==> config.mk <==
export PLATFORM = sky130hd
export DESIGN_NAME = sac_ram
export DESIGN_NICKNAME = d
export VERILOG_FILES = /design/src/design/sac_ram.sv
export SDC_FILE = /design/constraint.sdc
export NUM_CORES = 1
export LEC_CHECK = 0
export ABC_AREA = 0
export BUFFER_PORTS_ARGS = -buffer_cell sky130_fd_sc_hd__buf_4
export CAP_MARGIN = 40
export CORE_UTILIZATION = 52
export DETAILED_ROUTE_END_ITERATION = 8
export GPL_TIMING_DRIVEN = 0
export PLACE_DENSITY = 0.69
export SLEW_MARGIN = 40
export SYNTH_ARGS = -nofsm -noshare
export SYNTH_HDL_FRONTEND = slang
export SYNTH_SLANG_ARGS = --single-unit
==> constraint.sdc <==
create_clock -name i_clk -period 3.25 [get_ports i_clk]
set_input_delay 0.4875 -clock i_clk [delete_from_list [all_inputs] [get_ports i_clk]]
set_output_delay 0.4875 -clock i_clk [all_outputs]
set_load 0.01 [all_outputs]
==> src/design/sac_ram.sv <==
`default_nettype none

module sac_ram #(
    parameter int WIDTH = 8,
    parameter int DEPTH = 16
) (
    input  wire logic                     i_clk,
    input  wire logic                     i_we,
    input  wire logic [$clog2(DEPTH)-1:0] i_waddr,
    input  wire logic [WIDTH-1:0]         i_wdata,
    input  wire logic                     i_re,
    input  wire logic [$clog2(DEPTH)-1:0] i_raddr,
    output logic      [WIDTH-1:0]         o_rdata
);

    logic [WIDTH-1:0] mem [DEPTH];

    // Write port
    always_ff @(posedge i_clk) begin
        if (i_we) begin
            mem[i_waddr] <= i_wdata;
        end
    end

    // Registered read port, data holds while no read is issued
    always_ff @(posedge i_clk) begin
        if (i_re) begin
            o_rdata <= mem[i_raddr];
        end
    end

endmodule

`default_nettype wire

After elaboration in Yosys (flattened, before gate mapping)
Memory sizes are Yosys's and may differ from the RTL's. A register that Yosys moved wholly into a read port is not among the register bits.
Cells that the tools add are included.
Storage, ports and cells
  flip-flop bits (word level): 0
  input port bits: 19
  RAM bits: 128
  bits in read-only memories: 0
  memories: 1
  latch bits: 0
  output and inout bits: 8
  logic and storage cells: 3
Memory list
  mem: depth 16, bits a word 8, read ports 1, clocked after Yosys merged registers in 1, write ports 1, line 16  | logic [WIDTH-1:0] mem [DEPTH];
Operators by class
  bitwise operators: 0
  shift operators: 0
  multiplexer cells: 2
  $add $sub $neg: 0
  equality and inequality tests: 0
  $lt $le $gt $ge: 0
  multiply operators: 0
  div/mod/pow operators: 0
  reduce and logical (&&, ||, !) cells: 0
Operators with widths (number)
  $mux 1: 2

Longest topological paths before layout
  word-level depth: 2
  mapped depth: 5
  depth with buffers taken out: 3

Least setup slack after synthesis
Ideal clock, no wire load.
  kind: input-to-reg
  start: input port i_waddr[2]
  end: memory mem[0][0], enable pin
  data required time: 2867 ps
  path buffers: 0
  path slack: 1270 ps
  stages: 2
  library setup time: 383 ps
  arrival time: 1597 ps
  cells stage by stage: or3b_2 nor3_1
RTL lines
  start: declaration: line 9  | input wire logic [$clog2(DEPTH)-1:0] i_waddr,
  end: declaration: line 16
No word-level cell before the write port.

Worst setup path after layout
  start: input port i_waddr[2]
  end: memory mem[2][5], enable pin
No word-level cell before the write port.

==> results.py <==
metrics = {
    "detailed_routing": {
        "drt.antenna.violating_nets": 0,
        "detail_route.vias_per_cell": 5.79,
        "drtPass1Iterations": 4,
        "detail_route.drc_violations": 0,
        "num_vias": 2425,
        "routed_wire_length_per_instance_microns": 23.2,
        "drt_initial_violations": 173,
        "finalWirelength_mm": 9.72,
    },
    "global_route": {
        "globalRouteMet1Util": 0.300,
        "use_met2": 0.311,
        "globalRoute.busiestLayer": "met2",
        "grt_pass1_wl_mm": 14.3,
        "grt_max_degree": 17,
        "use_met3": 0.0581,
        "grt_antenna_before_repair": 0,
        "via_count_of_the_first_global_routing_pass": 2314,
        "globalRouteTotalUtil": 0.210,
        "gr-total-overflow": 0,
    },
    "timing": {
        "setup_total_negative_slack_ps": 0,
        "finalHoldViolations": 0,
        "final_setup_skew_ps": 11.3,
        "final_max_slew_viol_count": 0,
        "setup-violations-final": 0,
        "relSlewSlack": 0.454,
        "finalCriticalPeriod_ps": 1650,
        "highest_clock_rate_mhz": 606,
        "max_slew.worst_pin.slew_ps": 816,
        "share_of_the_clock_period_used_by_the_worst_path": 0.508,
        "rsz0062_at_grt": "false",
    },
    "setup_path": {
        "worstPathMaxFanout": 8,
        "critical_path.startpoint_type": "primary input",
        "required_time_worst_endpoint_ps": 3390,
        "critPathLaunch": "i_waddr[2]",
        "reg2reg_from": "mem[3][7]",
        "timing_worst_setup_path_type": "in -> reg",
        "cp_data_arrival_time_ps": 1790,
        "crit_path_end_kind": "flop",
    },
    "logic_synthesis": {
        "ys_seq_elements": 136,
        "synth.distinct_cells": 18,
        "mappedNetlistNets": 248,
        "largest_family_of_logic_cells_by_synthesized_area": "multiplexers",
        "synth-simple-area-share": 0.0314,
        "synth_adder_area_share": 0,
        "syn-cell-area_sq_mm": 0.00523,
        "ys.warnings.count": 0,
        "synth_xor_xnor_area_share": 0,
        "synth-seq-area-share": 0.781,
        "postSynthAreaPerCell_sq_um": 22.8,
        "synth_compound_area_frac": 0.0230,
        "postSynthCellCount": 229,
        "yosys-mux-area-fraction": 0.148,
    },
    "clocking": {
        "clk_root_buffer_cell": "clkbuf_8",
        "clock_path_buffers": 2,
        "cts-buffers-inserted": 17,
        "clkSinkCount": 136,
        "post_cts_buffers": 0,
        "insertion_delay_ps": 520,
        "tritoncts": "yes",
        "cts-hold-fix-buffers": 0,
        "postcts_resize_cnt": 0,
        "cts-htree-levels": 4,
        "clk_transition_reported_paths_ps": 60,
    },
    "hold_path": {
        "hold_path_startpoint": "i_re",
        "min_path_type": "in -> reg",
    },
    "floorplan": {
        "fp.dieArea_sq_mm": 0.0105,
        "effective_utilization_at_floorplan": 0.535,
        "die_height_microns": 102,
        "core_region_area_sq_mm": 0.00977,
        "io-pin-count": 27,
        "die_width_microns": 102,
        "num_rows": 36,
    },
    "final_layout": {
        "fillCellCount": 669,
        "highest_count_cells_in_the_layout_ignoring_fill_and_taps": "edfxtp_1, buf_4, mux4_2, a22oi_1, clkbuf_16",
        "antenna_cells_inserted": 0,
        "area.sequential_sq_mm": 0.00408,
        "multiInputGateArea_sq_mm": 0.00108,
        "share_of_final_layout_standard_cells_stronger_than_drive_strength_1": 0.308,
        "leading_cell_type_in_the_layout_fill_and_taps_excluded": "edfxtp_1",
        "layout-area-overhead-vs-synth_pct": 17.8,
        "final_net_count": 292,
    },
    "power_and_ir_drop": {
        "p_leak_nw": 2.04,
        "fin_total_pwr_mw": 3.95,
        "pwr_per_cell_area_mw_per_mm2": 642,
        "maximum_vdd_drop_mv": 0.316,
    },
    "outcome": {
        "run_status": "finished, final reports clean",
    },
    "place": {
        "placement.io_buffers": 25,
        "last_weighted_congestion_value_of_the_routability_driven_placer": 0.700,
        "dpl.hpwl_mm": 6.00,
    },
    "job": {
        "drv.max_cap_violation_count": 0,
    },
}
[worst paths after layout]
kind,endpoint,slack [ps],depth (start not counted)
worst min-delay path,o_rdata[2],260,1
worst max-delay path,mem[2][5],1600,3
worst max register to register,o_rdata[7],1720,3
worst min register to register,o_rdata[5],760,3
[per-stage QoR]
stage               instance area [sq um]  instances   util  hold WS, ps  setup slack (ps)
CTS                                  6150        419  0.630          239              1620
detailed placement                   5600        387  0.573          746              1060
floorplan                            5230        229      -          586              1270
global route                         6160        419  0.630          250              1580
finish                               6160        419  0.630          260              1600
global placement                     5580        387  0.571          732               763
[flip-flops by register name, summed over array words and instances (netlist names)]
signal   cells
mem        128
o_rdata      8
[metal layers]
metal / share of wire / up-vias
li1: - / 1072
met1: 0.42 / 1250
met2: 0.50 / 97
met3: 0.062 / 6
met4: 0.012 / 0
met5: 0 / -
[synth_stat cells]
| library cell | count | area share |
|---|---|---|
| mux4_2 | 18 | 0.078 |
| and2_1 | 1 | 0.0012 |
| nor3_1 | 4 | 0.0038 |
| nor2b_1 | 1 | 0.0012 |
| mux4_1 | 14 | 0.070 |
| buf_4 | 1 | 0.0014 |
| and2b_1 | 1 | 0.0014 |
| edfxtp_1 | 136 | 0.78 |
| nand2_1 | 9 | 0.0065 |
| nand2b_1 | 2 | 0.0024 |
| a22oi_1 | 16 | 0.023 |
| nand3_1 | 1 | 0.00096 |
| or3b_2 | 1 | 0.0017 |
| nand3b_1 | 2 | 0.0029 |
| buf_6 | 3 | 0.0065 |
| nor2_1 | 13 | 0.0093 |
| buf_2 | 3 | 0.0029 |
| clkdlybuf4s25_2 | 3 | 0.0057 |
[cells by family after synthesis]
group	count (synthesis)
compound gates	16
buf+inv	10
simple gates	35
flops	136
mux	32
[power by group]
| part | switching (mW) | internal [mW] | leakage (nW) |
|---|---|---|---|
| Clock | 0.688 | 1.08 | 0.261 |
| Sequential | 0.00896 | 1.98 | 1.24 |
| Combinational | 0.112 | 0.0870 | 0.543 |
| Total | 0.809 | 3.15 | 2.04 |
[layout make-up]
type | instances | area share
flip-flops and latches | 136 | 0.663
multi-input cells | 83 | 0.175
clock buffers | 19 | 0.0685
repair buffers | 25 | 0.0305
well taps | 133 | 0.0270
clock inverters | 13 | 0.0213
plain buffers | 10 | 0.0140
[critical path, stage by stage]
cell	delay, ps
buf_4	120
or3b_2	540
nor2_1	640
(Power assumes the default switching activity.)
