===== src/design/sac_pkg.sv =====
`default_nettype none

package sac_pkg;

    // Geometry of the tag store
    localparam int SETS      = 1024;
    localparam int WAYS      = 8;
    localparam int ADDR_BITS = 32;
    localparam int TAG_W     = 28;
    localparam int SET_BITS  = $clog2(SETS);
    localparam int WAY_BITS  = $clog2(WAYS);
    localparam int CFG_BITS  = 4;

    // Legal ranges of the configuration fields
    localparam logic [CFG_BITS-1:0] OFF_MIN    = 4'd4;
    localparam logic [CFG_BITS-1:0] OFF_MAX    = 4'd8;
    localparam logic [CFG_BITS-1:0] IDX_MAX    = CFG_BITS'(SET_BITS);
    localparam logic [CFG_BITS-1:0] NW_MAX     = CFG_BITS'(WAYS);
    localparam logic [WAY_BITS-1:0] RANK_MAX   = WAY_BITS'(WAYS - 1);

    // Access kinds
    typedef enum logic [1:0] {
        KIND_LOAD  = 2'd0,
        KIND_STORE = 2'd1,
        KIND_FETCH = 2'd2
    } t_kind;

    // Configuration register indexes
    typedef enum logic [1:0] {
        CFG_OFFSET_BITS = 2'd0,
        CFG_INDEX_BITS  = 2'd1,
        CFG_WAYS_IN_USE = 2'd2
    } t_cfg_idx;

    // One way of a set
    typedef struct packed {
        logic [TAG_W-1:0]    tag;
        logic                valid;
        logic                dirty;
        logic [WAY_BITS-1:0] rank;
    } t_line;

    // One set, as stored in one RAM row
    typedef t_line [WAYS-1:0] t_row;

    localparam int ROW_BITS = $bits(t_row);

    // Outcome of one access
    typedef struct packed {
        logic [1:0]          kind;
        logic                hit;
        logic                writeback;
        logic [WAY_BITS-1:0] way;
    } t_result;

    // Sequencer states
    typedef enum logic [1:0] {
        ST_CLEAR,
        ST_IDLE,
        ST_LOOKUP
    } t_state;

endpackage

`default_nettype wire


===== src/design/sac_update.sv =====
`default_nettype none

module sac_update (
    input  wire sac_pkg::t_row                     i_row,
    input  wire logic [sac_pkg::TAG_W-1:0]         i_tag,
    input  wire logic [1:0]                        i_kind,
    input  wire logic [sac_pkg::CFG_BITS-1:0]      i_nw,
    output sac_pkg::t_row                          o_row,
    output sac_pkg::t_result                       o_res
);

    always_comb begin
        logic [sac_pkg::WAYS-1:0]     in_use;
        logic [sac_pkg::WAYS-1:0]     hit_vec;
        logic [sac_pkg::WAYS-1:0]     free_vec;
        logic                         hit;
        logic                         found;
        logic                         store;
        logic [sac_pkg::WAY_BITS-1:0] hit_way;
        logic [sac_pkg::WAY_BITS-1:0] free_way;
        logic [sac_pkg::WAY_BITS-1:0] vic_way;
        logic [sac_pkg::WAY_BITS-1:0] vic_rank;
        logic [sac_pkg::WAY_BITS-1:0] sel;
        logic [sac_pkg::WAY_BITS-1:0] age;
        logic                         bump;

        store = (i_kind == sac_pkg::KIND_STORE);

        // Tag compare and free-way detect over the ways in use
        for (int v = 0; v < sac_pkg::WAYS; v++) begin
            in_use[v]   = (sac_pkg::CFG_BITS'(v) < i_nw);
            hit_vec[v]  = in_use[v] && i_row[v].valid && (i_row[v].tag == i_tag);
            free_vec[v] = in_use[v] && !i_row[v].valid;
        end
        hit   = |hit_vec;
        found = |free_vec;

        // Lowest matching way and lowest free way
        hit_way  = '0;
        free_way = '0;
        for (int v = sac_pkg::WAYS - 1; v >= 0; v--) begin
            if (hit_vec[v]) begin
                hit_way = sac_pkg::WAY_BITS'(v);
            end
            if (free_vec[v]) begin
                free_way = sac_pkg::WAY_BITS'(v);
            end
        end

        // Oldest way, lowest index wins a tie
        vic_way  = '0;
        vic_rank = i_row[0].rank;
        for (int v = 1; v < sac_pkg::WAYS; v++) begin
            if (in_use[v] && (i_row[v].rank > vic_rank)) begin
                vic_way  = sac_pkg::WAY_BITS'(v);
                vic_rank = i_row[v].rank;
            end
        end

        if (hit) begin
            sel = hit_way;
        end else if (found) begin
            sel = free_way;
        end else begin
            sel = vic_way;
        end
        age = i_row[sel].rank;

        // Age the other valid lines; a fill into a free way ages them all
        o_row = i_row;
        for (int v = 0; v < sac_pkg::WAYS; v++) begin
            bump = in_use[v] && i_row[v].valid && (sac_pkg::WAY_BITS'(v) != sel) &&
                   ((found && !hit) || (i_row[v].rank < age));
            if (bump && (i_row[v].rank != sac_pkg::RANK_MAX)) begin
                o_row[v].rank = i_row[v].rank + 1'b1;
            end
        end
        o_row[sel].rank = '0;

        // Line bits of the chosen way
        if (hit) begin
            if (store) begin
                o_row[sel].dirty = 1'b1;
            end
        end else begin
            o_row[sel].valid = 1'b1;
            o_row[sel].tag   = i_tag;
            o_row[sel].dirty = store;
        end

        o_res.kind      = i_kind;
        o_res.hit       = hit;
        o_res.writeback = !hit && !found && i_row[sel].dirty;
        o_res.way       = sel;
    end

endmodule

`default_nettype wire


===== config.mk =====
export PLATFORM = sky130hd
export DESIGN_NAME = sac_update
export DESIGN_NICKNAME = d
export VERILOG_FILES = /design/src/design/sac_pkg.sv /design/src/design/sac_update.sv
export SDC_FILE = /design/constraint.sdc
export NUM_CORES = 1
export LEC_CHECK = 0
export BUFFER_PORTS_ARGS = -buffer_cell sky130_fd_sc_hd__buf_2
export CELL_PAD_IN_SITES_DETAIL_PLACEMENT = 0
export CELL_PAD_IN_SITES_GLOBAL_PLACEMENT = 2
export CORE_AREA = 2 2 221 223
export DETAILED_ROUTE_END_ITERATION = 12
export DIE_AREA = 0 0 223 225
export PLACE_DENSITY_LB_ADDON = 0.1
export RECOVER_POWER = 100
export SYNTH_ARGS = -nofsm -noshare
export SYNTH_HDL_FRONTEND = slang
export SYNTH_SLANG_ARGS = --single-unit

===== constraint.sdc =====
create_clock -name vclk -period 41.8
set_clock_uncertainty 0.05 [all_clocks]
set_input_delay 2.09 -clock vclk [all_inputs]
set_output_delay 2.09 -clock vclk [all_outputs]
set_load 0.02 [all_outputs]

; Word-level counts from Yosys, hierarchy flattened
; Cells that the tools add are included.
[word_totals]
reg_bits = 0
out_inout_bits = 271
[op_classes]
add_sub_neg = 8
magnitude_cmp = 25
eq_ne = 24
n_mux = 56
reduce_logical = 80
[ops]
columns = cell, n
row1 = bitwise mux 264 bit, 5
row2 = two-way mux 264 bit, 2
row3 = demux 33 bit (select 3 bit), 4
row4 = equality test 28 bit, 8
row5 = two-way mux 3 bit, 39
row6 = binary-select mux 33 bit (select 3 bit), 1
row7 = logical AND 1 bit, 59
row8 = two-way mux 33 bit, 1
row9 = "adder 3 x 1 -> 3 bit, second input constant", 8
row10 = less-than comparator 3 bit, 8
row11 = "!= test 3 bit, second input constant", 8
row12 = greater-than comparator 3 bit, 7
row13 = "less-than comparator 3 x 4 -> 1 bit, first input constant", 4
row14 = OR reduction 8 bit, 2
row15 = "!= test 3 bit, first input constant", 4
row16 = zero test 1 bit, 10
row17 = logical OR 1 bit, 8
row18 = "less-than comparator 1 x 4 -> 1 bit, first input constant", 2
row19 = "less-than comparator 2 x 4 -> 1 bit, first input constant", 2
row20 = two-way mux 4 bit, 2
row21 = "!= test 2 x 3 -> 1 bit, first input constant", 2
row22 = two-way mux 5 bit, 1
row23 = "less-than comparator 3 x 4 -> 1 bit, second input constant", 1
row24 = ">= comparator 3 x 1 -> 1 bit, second input constant", 1
row25 = other kinds (4), 4

; Logic depth before layout (Yosys ltp)
; Gate-level depths: netlist (run 1).
[logic_depth]
ltp_word = 35
mapped_depth = 69
depth_no_buf = 66

; Least setup slack after synthesis (run 1)
; Ideal clock, no wire load.
[synth_path]
kind = input to output
from = input i_row[1] (netlist bit)
to = output o_row[0] (netlist bit)
arrival_time_ns = 14.597
slack_ns = 25.063
stages = 65
path_buffers = 2
path_cell_list = clkbuf_1 > inv_1 > ha_1 > nand2_1 > o21ai_1 > nand2_1 > o21ai_0 > ha_1 > or3b_2 > nand4_1 > o21ai_0 > nor2_1 > o22a_1 > nor2_1 > a21oi_1 > ha_1 > nor2_1 > o21ai_0 > [29 not listed] > nor2b_1 > o21a_1 > o21ai_0 > o2111ai_1 > nor2_1 > nand4_1 > o21ai_2 > buf_2 > clkinv_1 > a211oi_1 > a31oi_1 > mux2i_1 > ha_1 > a31oi_1 > nor2_1 > or4_1 > or4_1 > a21oi_1
[synth_rtl]
columns = item, line_no
row1 = from (decl), sac_update.sv:4  ; input wire sac_pkg::t_row i_row,
row2 = to (decl), sac_update.sv:8  ; output sac_pkg::t_row o_row,

==> results of run 1 <==
worst max-delay path by stage:
stage | to | from | slack (ps)
6_report | o_row[65] | i_row[2] | 21180
5_1_grt | o_row[132] | i_row[2] | 19650
4_1_cts | o_row[133] | i_row[2] | 22980
3_5_place_dp | o_row[133] | i_row[2] | 22970
3_3_place_gp | o_row[132] | i_row[2] | 23250
2_1_floorplan | o_row[0] | i_row[1] | 25060
stage by stage:
step	hold WS, ps	utilization (%)	cell area (um^2)	cells
5_1_grt	4417	23.97	11400	2185
3_3_place_gp	4390	24.74	11760	2184
2_1_floorplan	4243	-	8471	1089
6_report	4414	24.02	11420	2194
4_1_cts	4390	24.74	11760	2184
3_5_place_dp	4389	24.74	11760	2184
cell usage in the layout, fill, tap and decap left out, drive strengths merged, types with 7 or more instances in the layout:
master and count:
a21o 7, o21ai 30, diode 10, clkbuf 254, o2111ai 14, or2 8, and2 14, xor2 129
nand2b 14, mux2 225, buf 327, ha 37, nand4 41, nand3 14, mux2i 30, a21oi 27
nor2 36, a31oi 18, nor3 9, nand2 68, nor4 46, xnor2 95, a211oi 8, inv 34
o31ai 10
per-layer routing:
| layer | global-route usage, % | part of all wire [%] | vias to the layer above |
|---|---|---|---|
| li1 | - | - | 4937 |
| met1 | 26.33 | 38 | 5368 |
| met2 | 48.29 | 55 | 350 |
| met3 | 3.820 | 4.9 | 56 |
| met4 | 1.970 | 1.7 | 14 |
| met5 | 0 | 0.15 | - |
worst max-delay path, delay by kind of cell:
kind | cells | cell delay (ps)
simple gates | 21 | 5510
fa+ha+maj | 7 | 1910
buf+inv | 7 | 2790
mux | 2 | 850
compound gates | 22 | 5270
area by class of cell:
cell class | count | area, um^2 | area share, %
Antenna cell | 10 | 25.02 | 0.2191
Inverter | 35 | 131.4 | 1.150
Multi-Input combinational cell | 953 | 7890 | 69.08
Tap cell | 615 | 769.5 | 6.737
Timing Repair Buffer | 581 | 2605 | 22.81
cells by family after synthesis:
logic type | share of synthesized area [%]
AOI/OAI and AO/OA | 13.74
xor gates and xnor gates | 23.16
adders and majority gates | 5.465
buffers and inverters | 6.869
muxes | 33.46
and+or+nand+nor | 17.31
==> metrics, run 1 <==
status finished, violations left; failing checks capacitance limit, slew limit; initial core utilization 17.82%; slowest CP cell and2_0; sequential fraction of the synthesis area 0%; Core Region 0.04755 mm^2; maximum clock rate 48.49 MHz; post-synthesis cell type with the largest combined area mux2_2; top cell type's share of synthesized area 29.91%; DR DRC count 0; Slew headroom -87.48%; FP Rows 80; maxcap violations 8; vias in the first global route 10860; fin crit share 49.34%; initial antenna violation count 17; Critical Path End Type output pin; grt ovf 0; Worst Min Path Start i_kind[1]; fin. max-slew vios 247; Area Growth Syn to Fin 34.83%; GRT Overall Usage 23.71%; synth cell count leaders mux2_2, xor2_1, xnor2_1, nand2_1, clkbuf_1; Detailed Route Iter0 Violations 557; Final #Nets 1906; post_cts resized 0; Tightest Pin Transition 2811 ps; input/output buffers 569; Clock Buffer Count 0; fin worst setup slack 21180 ps; Layout fillers 5584; FF/Latch Area 0 um^2; Vias 10730; Crit path largest cell delay 1960 ps; Fin. Hold Viols 0; first-pass GRT wire length 85.33 mm; Startpoint Class primary input; worst path required time 39660 ps; DP Worst Slack 22970 ps; GPL Wtd Cong 0.8529; Die Height 225 um; largest net degree at the start of global routing 31; min cycle time layout 20620 ps; post-synthesis cell count 1089; sum of negative setup slack 0 ps; number of distinct library cells after synthesis 68; layout cells sized above 1 36.27%; Arr. time, crit path 18480 ps; Die X-Extent 223 um; Tightest Hold Check Type in2out; syn avg cell area 7.778 um^2; Via-to-Cell Ratio 4.888; ranking of synthesized cells by area mux2_2, xor2_1, xnor2_1; ANT nets after route 0; DR pass1 iterations 5; Final setup viols 0; syn nets 1424; CP Max Fanout 31; Die Footprint 0.05018 mm^2; # IOs 569; post-synthesis instance area 0.008471 mm^2; Setup Buffers After CTS 0; Syn. warnings 0; dpl hpwl 53.24 mm; cts hold-fix bufs 0; Routed Wire Length 62.69 mm; most frequent cell on the critical path o21ai_0; hold worst-path end o_res[6]; most common cell in the synthesized netlist mux2_2; drt wl/cell 28.57 um; FFs & Latches 0; unrepaired setup endpoints after global routing no; Worst Setup Path Type in2out; WHS Path Cells 2
==> run 2, diff against run 1 <==
ABC_AREA = 1   (was unset)
CORE_AREA = 2 2 224 226   (was 2 2 221 223)
DIE_AREA = 0 0 226 228   (was 0 0 223 225)
clock period = 21.6 ns   (was 41.8 ns; I/O delays follow)
==> metrics, run 2 <==
syn nets 2145 (was 1424); Syn. warnings 0 (unchanged); ANT nets after route 0 (unchanged); worst path required time 20470 ps (was 39660 ps); Die Height 228 um (was 225 um); Tightest Hold Check Type in2out (unchanged); GRT Overall Usage 31.55% (was 23.71%); first-pass GRT wire length 113.8 mm (was 85.33 mm); initial core utilization 18.63% (was 17.82%); vias in the first global route 14490 (was 10860); DR top layer met5 (unchanged); fin crit share 68.64%; Slew headroom -55.22% (was -87.48%); Startpoint Class primary input (unchanged); post-synthesis instance area 0.009193 mm^2 (was 0.008471 mm^2); FFs & Latches 0 (unchanged); unrepaired setup endpoints after global routing no (unchanged); most frequent cell on the critical path o21ai_0 (unchanged); Vias 14890 (was 10730); GPL Wtd Cong 0.9366 (was 0.8529); commonest non-fill, non-tap cells in the layout nand2_1, buf_2, o21ai_0, clkbuf_1, inv_1 (was buf_2, clkbuf_1, mux2_2, xor2_1, xnor2_1); met1 WL 35.03 mm (was 24.01 mm); Die Footprint 0.05153 mm^2 (was 0.05018 mm^2); status finished, violations left (unchanged); Setup Buffers After CTS 0 (unchanged); Clock Buffer Count 0 (unchanged); input/output buffers 569 (unchanged); Final setup viols 0 (unchanged); dpl hpwl 68.76 mm (was 53.24 mm); commonest non-fill, non-tap cell in the layout nand2_1 (was buf_2); post_cts resized 0 (unchanged); ranking of synthesized cells by area nand2_1, o21ai_0, xnor2_1 (was mux2_2, xor2_1, xnor2_1); DR WL met2 42.75 mm (was 34.50 mm); FP Rows 82 (was 80); failing checks capacitance limit, slew limit (unchanged); post-synthesis cell type with the largest combined area nand2_1 (was mux2_2); DR WL met3 4.548 mm (was 3.041 mm); min cycle time layout 14830 ps; Detailed Route Iter0 Violations 1185 (was 557); layout cells sized above 1 20.32% (was 36.27%); CP Max Fanout 40 (was 31); drt wl/cell 28.42 um (was 28.57 um); Core Region 0.04935 mm^2 (was 0.04755 mm^2); initial antenna violation count 9 (was 17); number of distinct library cells after synthesis 49 (was 68); # IOs 569 (unchanged); Worst Setup Path Type in2out (unchanged); FF/Latch Area 0 um^2 (unchanged); cts hold-fix bufs 0 (unchanged); Fin. Hold Viols 0 (unchanged); Arr. time, crit path 13700 ps (was 18480 ps); DR DRC count 0 (unchanged); Critical Path End Type output pin (unchanged); Routed Wire Length 84.85 mm (was 62.69 mm); Die X-Extent 226 um (was 223 um); syn avg cell area 5.079 um^2 (was 7.778 um^2); maxcap violations 7 (was 8); minimum hold slack 2374 ps (was 4414 ps); maximum clock rate 67.45 MHz; post-synthesis cell count 1810 (was 1089); Tightest Pin Transition 2328 ps (was 2811 ps); fin. max-slew vios 292 (was 247); Crit path largest cell delay 1280 ps (was 1960 ps); grt ovf 0 (unchanged); sum of negative setup slack 0 ps (unchanged); sequential fraction of the synthesis area 0% (unchanged); synth cell count leaders nand2_1, o21ai_0, inv_1, nor2_1, nand3_1 (was mux2_2, xor2_1, xnor2_1, nand2_1, clkbuf_1); top cell type's share of synthesized area 22.78% (was 29.91%); most common cell in the synthesized netlist nand2_1 (was mux2_2); largest net degree at the start of global routing 60 (was 31); slowest CP cell clkbuf_1 (was and2_0); DR pass1 iterations 5 (unchanged); Final #Nets 2645 (was 1906); Area Growth Syn to Fin 33.52% (was 34.83%); Via-to-Cell Ratio 4.987 (was 4.888)
==> run 2: worst paths after layout <==
check / cells after the start / slack, ps / start / endpoint
max: 52 / 6770 / i_row[2] / o_row[260]
min: 2 / 2370 / i_kind[0] / o_res[5]
==> run 2: final cells by class <==
cell class / count / area, um^2
well taps: 672 / 840.8
multi-input cells: 1504 / 7901
repair buffers: 588 / 2706
fillers: 6122 / 37080
diodes: 5 / 12.51
inverters: 216 / 813.3
==> run 2: critical path: cells and delay by family <==
kind                     cells  cell delay, ps
AND/OR/NAND/NOR             23            2780
AO/OA/AOI/OAI               13            4040
buffers and inverters        9            3590
adder cells (fa/ha/maj)      7            2140
==> run 2: routing by layer <==
layer | global-route usage, % | vias up
li1 | - | 6945
met1 | 39.08 | 7189
met2 | 57.86 | 640
met3 | 3.323 | 103
met4 | 7.181 | 8
met5 | 0 | -
==> run 2: cells by family (layout without fill, tap and decap cells) <==
| logic type | after synthesis | after routing | share of synthesized area, % |
|---|---|---|---|
| adders and majority gates | 37 | 37 | 5.036 |
| xor gates and xnor gates | 142 | 142 | 13.53 |
| and+or+nand+nor | 1021 | 1021 | 50.69 |
| AOI/OAI and AO/OA | 304 | 304 | 17.27 |
| buffers and inverters | 306 | 804 | 13.47 |
| other | 0 | 5 | 0 |
==> run 2: per-stage QoR <==
step / utilization, % / cells / setup WS [ps] / area [um^2]
floorplan: - / 1810 / 10950 / 9193
global placement: 25.54 / 2980 / 8794 / 12610
detailed placement: 25.54 / 2980 / 8702 / 12610
CTS: 25.54 / 2980 / 8683 / 12610
global route: 24.85 / 2981 / 5481 / 12260
finish: 24.87 / 2985 / 6773 / 12270
